--- src/sv/cssd_pkg.sv ---
// shared types and constants for the call stack sample buffer
package cssd_pkg;
  localparam int BUFFER_ENTRIES   = 1024;
  localparam int MAX_STACK_FRAMES = 100;
  localparam int STACK_LIMIT = (MAX_STACK_FRAMES < BUFFER_ENTRIES) ?
                               MAX_STACK_FRAMES : BUFFER_ENTRIES;
  localparam int BUF_AW   = $clog2(BUFFER_ENTRIES);
  localparam int FILL_W   = $clog2(BUFFER_ENTRIES + 1);
  localparam int STK_AW   = $clog2(STACK_LIMIT);
  localparam int DEPTH_W  = $clog2(STACK_LIMIT + 1);
  localparam int QUEUE_DEPTH = 2;
  localparam int QUEUE_AW = 1;

  localparam logic [1:0] ACT_PUSH  = 2'd0;
  localparam logic [1:0] ACT_READ  = 2'd1;
  localparam logic [1:0] ACT_CLEAR = 2'd2;
  localparam logic [1:0] ACT_NONE  = 2'd3;

  localparam logic [2:0] ST_FRAME   = 3'd0;
  localparam logic [2:0] ST_MATCH   = 3'd1;
  localparam logic [2:0] ST_APPEND  = 3'd2;
  localparam logic [2:0] ST_FLUSH   = 3'd3;
  localparam logic [2:0] ST_READ    = 3'd4;
  localparam logic [2:0] ST_CLEARED = 3'd5;

  localparam logic [7:0] COUNT_SAT = 8'd255;

  typedef struct packed {
    logic [1:0]  action;
    logic [63:0] frame_addr;
    logic        last_frame;
    logic [9:0]  entry_index;
  } in_item_t;

  typedef struct packed {
    logic [2:0]  status;
    logic [9:0]  result_index;
    logic [63:0] entry_addr;
    logic [7:0]  entry_count;
    logic [10:0] fill_length;
    logic [63:0] addr_low;
    logic [63:0] addr_high;
    logic        truncated;
  } out_item_t;

  // one command from front to back
  typedef struct packed {
    logic [1:0]  action;
    logic [63:0] frame_addr;
    logic        last_frame;
    logic [9:0]  entry_index;
  } cmd_t;
endpackage

--- src/sv/cssd_front.sv ---
// front end: takes commands and queues them for the engine
module cssd_front
  import cssd_pkg::*;
(
  input  logic     clk,
  input  logic     rst_n,
  input  logic     start,
  output logic     busy,
  input  in_item_t in_item,
  output logic     cmd_valid,
  output cmd_t     cmd,
  input  logic     cmd_take
);
  cmd_t               q_mem_r [QUEUE_DEPTH];
  logic [QUEUE_AW-1:0] wr_ptr_r, rd_ptr_r;
  logic [QUEUE_AW:0]   cnt_r, cnt_nxt;
  logic                push;

  // action three is dropped here and never reaches the engine
  assign busy      = (cnt_r == (QUEUE_AW+1)'(QUEUE_DEPTH));
  assign push      = start && !busy && (in_item.action != ACT_NONE);
  assign cmd_valid = (cnt_r != '0);
  assign cmd       = q_mem_r[rd_ptr_r];

  always_comb begin
    cnt_nxt = cnt_r;
    if (push && !(cmd_take && cmd_valid)) cnt_nxt = cnt_r + 1'b1;
    else if (!push && cmd_take && cmd_valid) cnt_nxt = cnt_r - 1'b1;
  end

  // queue storage
  always_ff @(posedge clk) begin
    if (push) begin
      q_mem_r[wr_ptr_r].action      <= in_item.action;
      q_mem_r[wr_ptr_r].frame_addr  <= in_item.frame_addr;
      q_mem_r[wr_ptr_r].last_frame  <= in_item.last_frame;
      q_mem_r[wr_ptr_r].entry_index <= in_item.entry_index;
    end
  end

  // queue pointers
  always_ff @(posedge clk) begin
    if (!rst_n) begin
      wr_ptr_r <= '0;
      rd_ptr_r <= '0;
      cnt_r    <= '0;
    end else begin
      if (push) wr_ptr_r <= wr_ptr_r + 1'b1;
      if (cmd_take && cmd_valid) rd_ptr_r <= rd_ptr_r + 1'b1;
      cnt_r <= cnt_nxt;
    end
  end
endmodule

--- config.mk ---
export PLATFORM = sky130hd
export DESIGN_NAME = cssd_front
export DESIGN_NICKNAME = d
export VERILOG_FILES = /design/src/sv/cssd_pkg.sv /design/src/sv/cssd_front.sv
export SDC_FILE = /design/constraint.sdc
export NUM_CORES = 1
export LEC_CHECK = 0
export ABC_AREA = 1
export BUFFER_PORTS_ARGS = -buffer_cell sky130_fd_sc_hd__buf_2
export CORE_ASPECT_RATIO = 1.25
export CORE_UTILIZATION = 30
export DETAILED_ROUTE_END_ITERATION = 16
export PLACE_DENSITY = 0.47
export SYNTH_ARGS = -nofsm -noshare
export SYNTH_HDL_FRONTEND = slang
export SYNTH_SLANG_ARGS = --single-unit
--- constraint.sdc ---
create_clock -name clk -period 8.79 [get_ports clk]
set_input_delay 0 -clock clk [delete_from_list [all_inputs] [get_ports clk]]
set_output_delay 0 -clock clk [all_outputs]
set_load 0.05 [all_outputs]
Word-level counts from Yosys, hierarchy flattened:

Memories as Yosys holds them, arrays and structs flattened. A register that Yosys moved wholly into a read port is not among the register bits.
Cells that the tools add are included.

* $add $sub $neg: 4
* equal/unequal tests: 2
* muxes and demuxes: 6
* reduce and logical (&&, ||, !) cells: 11

Operators with widths (count)
* 1-bit logical AND: 6
* 1-bit two-way mux: 4
* 2-bit two-way mux: 2
* 2-bit nonzero test: 2
* 1-bit zero test: 3
* 1-bit adder (second input constant): 2
* 2-bit by 1-bit adder with 2-bit output (second input constant): 1
* 2-bit == test (second input constant): 1
* 2-bit inequality test (second input constant): 1
* 2-bit by 1-bit subtractor with 2-bit output (second input constant): 1

* register bits after elaboration: 4
* memory bits (writable): 154
* bits of input ports: 81
* output and inout bits: 79
* memories: 1

Memories
* q_mem_r: depth 2, width 77, rd ports 1, clocked after Yosys merged registers in 1, wr ports 1, line cssd_front.sv:14 `cmd_t q_mem_r [QUEUE_DEPTH];`

Logic depth before layout (Yosys ltp):

* depth after elaboration: 9
* depth in mapped cells: 7
* depth with buffers taken out: 7

Worst setup path before layout:

OpenSTA, ideal clock, no wires.

* kind: flip-flop to flip-flop
* start: reg cnt_r[0]
* end: mem q_mem_r[0][0] (netlist name), enable pin
* setup time: 0.513 ns
* data arrival time: 3.889 ns
* slack: 4.388 ns
* stages on the path, launching flop included: 5
* path buffers: 0
* period minus slack after synthesis: 4.402 ns
* cells stage by stage: dfxtp_1 inv_1 nand2_1 nand3_1 nor2_1

* cells in the longest elaborated chain, start to end: 6

Ends and longest elaborated chain
* start: declaration: line cssd_front.sv:16 `logic [QUEUE_AW:0] cnt_r, cnt_nxt;`
* start signal: assignment: line cssd_front.sv:50 `cnt_r <= cnt_nxt;`
* 2-bit == test: line cssd_front.sv:20 `assign busy = (cnt_r == (QUEUE_AW+1)'(QUEUE_DEPTH));`
* 1-bit zero test: line cssd_front.sv:21 `assign push = start && !busy && (in_item.action != ACT_NONE);`
* 1-bit logical AND (2 in a row): line cssd_front.sv:21
* 1-bit two-way mux: line cssd_front.sv:33 `if (push) begin`
* 1-bit two-way mux (implied by the code): line cssd_front.sv:37 `q_mem_r[wr_ptr_r].entry_index <= in_item.entry_index;`
* end: declaration: line cssd_front.sv:14

No other way between the ends.

==> flow_summary.yaml <==
cts:
  cts_tree: "built"
  cts.sinks: 159
  htreeDepth: 4
  cts_inserted_buffers: 17
  ctsResizeCount: 0
  clock_tree.root_cell: "clkbuf_16"
  post_cts_buffers: 0
  postCtsHoldBufs: 81
  clkTransAtPathRegs_ns: 0.06
  insertion_delay_ns: 0.42
  clockBufferDepth: 2
timing:
  post-route-period-util_pct: 28.02
  slew_viol_final: 0
  setup_viol: 0
  maxSlewHeadroom_pct: 49.58
  rsz0062_at_grt: "no"
  setup_tns_ns: 0
  final_hold_viol_count: 0
  worst_pin_slew_ns: 0.7563
  layout_min_cycle_time_ns: 2.463
  fin_skew_ns: 0.01047
  max_freq_ghz: 0.4061
layout:
  final_cell_mix: "buf_2, edfxtp_1, dlygate4sd3_1, mux2_2, mux2_4"
  finalNetCount: 613
  diodes: 0
  fillers: 1823
  syn_to_final_growth_pct: 41.84
  final_common_cell: "buf_2"
  multi_input_area_um2: 1105
  ff_latch_area_um2: 4728
  drive_gt1_share_pct: 50.28
synth:
  yosysUniqueCellTypes: 13
  syn_nets: 358
  yosys_register_bits: 159
  syn_inst: 277
  yosysWarnings: 0
  syn_area_per_cell_um2: 21.39
  yosysSeqAreaShare_pct: 79.75
  synth_area_um2: 5924
worst_setup_path:
  path_class: "reg2out"
  crit_path_max_incr_delay_ns: 0.71
  crit_fanout: 50
  crit_path_end_kind: "primary output"
  worst-endpoint-required_ns: 8.79
  cp_cell_sequence: "buf_4 -> mux2_2 -> buf_2"
  crit_arrival_ns: 2.46
  critPathTopFamily: "buffers and inverters"
  crit_slowest_cell: "buf_4"
  start_kind: "flip-flop"
  cp_num_buf_inv: 2
  rrSetupSlack_ns: 6.82
global_route:
  antenna_found_initial: 0
  grt-ovfl-total: 0
  grt_max_degree: 51
  grt_pass1_wl_um: 17770
  grt_pass1_vias: 3593
  grt_usage_pct: 11.89
route:
  wl_met3_um: 583
  ant_nets: 0
  drt_iter0_markers: 147
  drtPass1Iterations: 4
  viasPerCell: 4.075
  met1_length_um: 4848
  vias: 3301
  top_layer: "met4"
  drc: 0
  wl_um: 11650
  post_drt_wl_per_cell_um: 14.39
  met2_length_um: 6015
place:
  portBuffers: 159
  place.gp.congestion: 0.6666
  post-dp-hpwl_um: 7088
die:
  die_height_um: 159.1
  num_io_pins: 160
  die_area_um2: 20320
  core_area_um2: 19400
  die_w_um: 127.7
  rows: 57
  start_util_pct: 30.54
power_and_ir_drop:
  ir_drop_mv: 0.1110
  power.total_uw: 1975
  power.density_nw_per_um2: 235.1
  p_leak_uw: 0.003210
status:
  outcome: "completed"
job:
  maxCapViolCount: 0
worst_hold_path:
  hold_class: "in2reg"
synth_stat cells:
cell	n	area [um2]
edfxtp_1	154	4624
mux2_2	47	529.3
mux2_4	30	450.4
nand2_1	9	33.78
nor2_1	7	26.28
inv_1	6	22.52
dfxtp_1	5	100.1
a21oi_1	4	20.02
buf_2	4	20.02
nand3_1	4	20.02
buf_8	3	45.04
buf_6	2	22.52
o21ai_0	2	10.01
path summary, 6_finish.rpt:
check | endpoint | from | depth (start not counted)
worst max register to register | cnt_r[1] | cnt_r[0] | 8
worst min-delay path | wr_ptr_r | start | 3
worst min register to register | rd_ptr_r | rd_ptr_r | 2
worst max-delay path | cmd[10] | flip-flop | 3
registers in the layout, summed over array words and instances (netlist names), named ones only:
signal    cells
cnt_r         2
q_mem_r     154
rd_ptr_r      1
wr_ptr_r      1
worst min-delay path: cells and delay by family:
kind	cells	cell delay (ns)
AO/OA/AOI/OAI	1	0.13
buffers and inverters	1	0.11
AND/OR/NAND/NOR	1	0.32
kinds of logic after synthesis:
logic type             after synthesis  share of synthesized area [%]
flip-flops                         159                          79.75
buffers and inverters               15                          1.858
multiplexers                        77                          16.54
AND/OR/NAND/NOR                     20                          1.352
AO/OA/AOI/OAI                        6                         0.5069
metrics by stage:
| stage | setup WS (ns) | cells | hold WS (ns) | cell area [um2] | util (%) |
|---|---|---|---|---|---|
| final | 6.327 | 810 | 0.1818 | 8403 | 43.32 |
| after global routing | 6.184 | 810 | 0.1818 | 8403 | 43.32 |
| after CTS | 6.236 | 810 | 0.1601 | 8403 | 43.32 |
| after detailed placement | 6.696 | 697 | 0.1913 | 7020 | 36.19 |
| after global placement | 6.709 | 697 | 0.1875 | 7020 | 36.19 |
| after floorplan | 4.388 | 277 | 0.09887 | 5924 | - |
layout make-up:
| class | count | share of cell area, % |
|---|---|---|
| well taps | 265 | 3.946 |
| clock buffers | 17 | 5.063 |
| flip-flops and latches | 159 | 56.27 |
| clock inverters | 15 | 1.742 |
| multi-input cells | 103 | 13.15 |
| inverters | 6 | 0.2680 |
| repair buffers | 245 | 19.57 |
per-layer routing:
layer  up-vias  GRT usage (%)
met5         -              0
met4         0          5.668
met3        14          3.831
met2       108          20.84
met1      1593          12.89
li1       1586              -
where the power goes:
group / switching [uW] / internal [uW]
clock: 292 / 416
sequential: 18.1 / 883
combinational: 242 / 124
(Power assumes the default switching activity.)
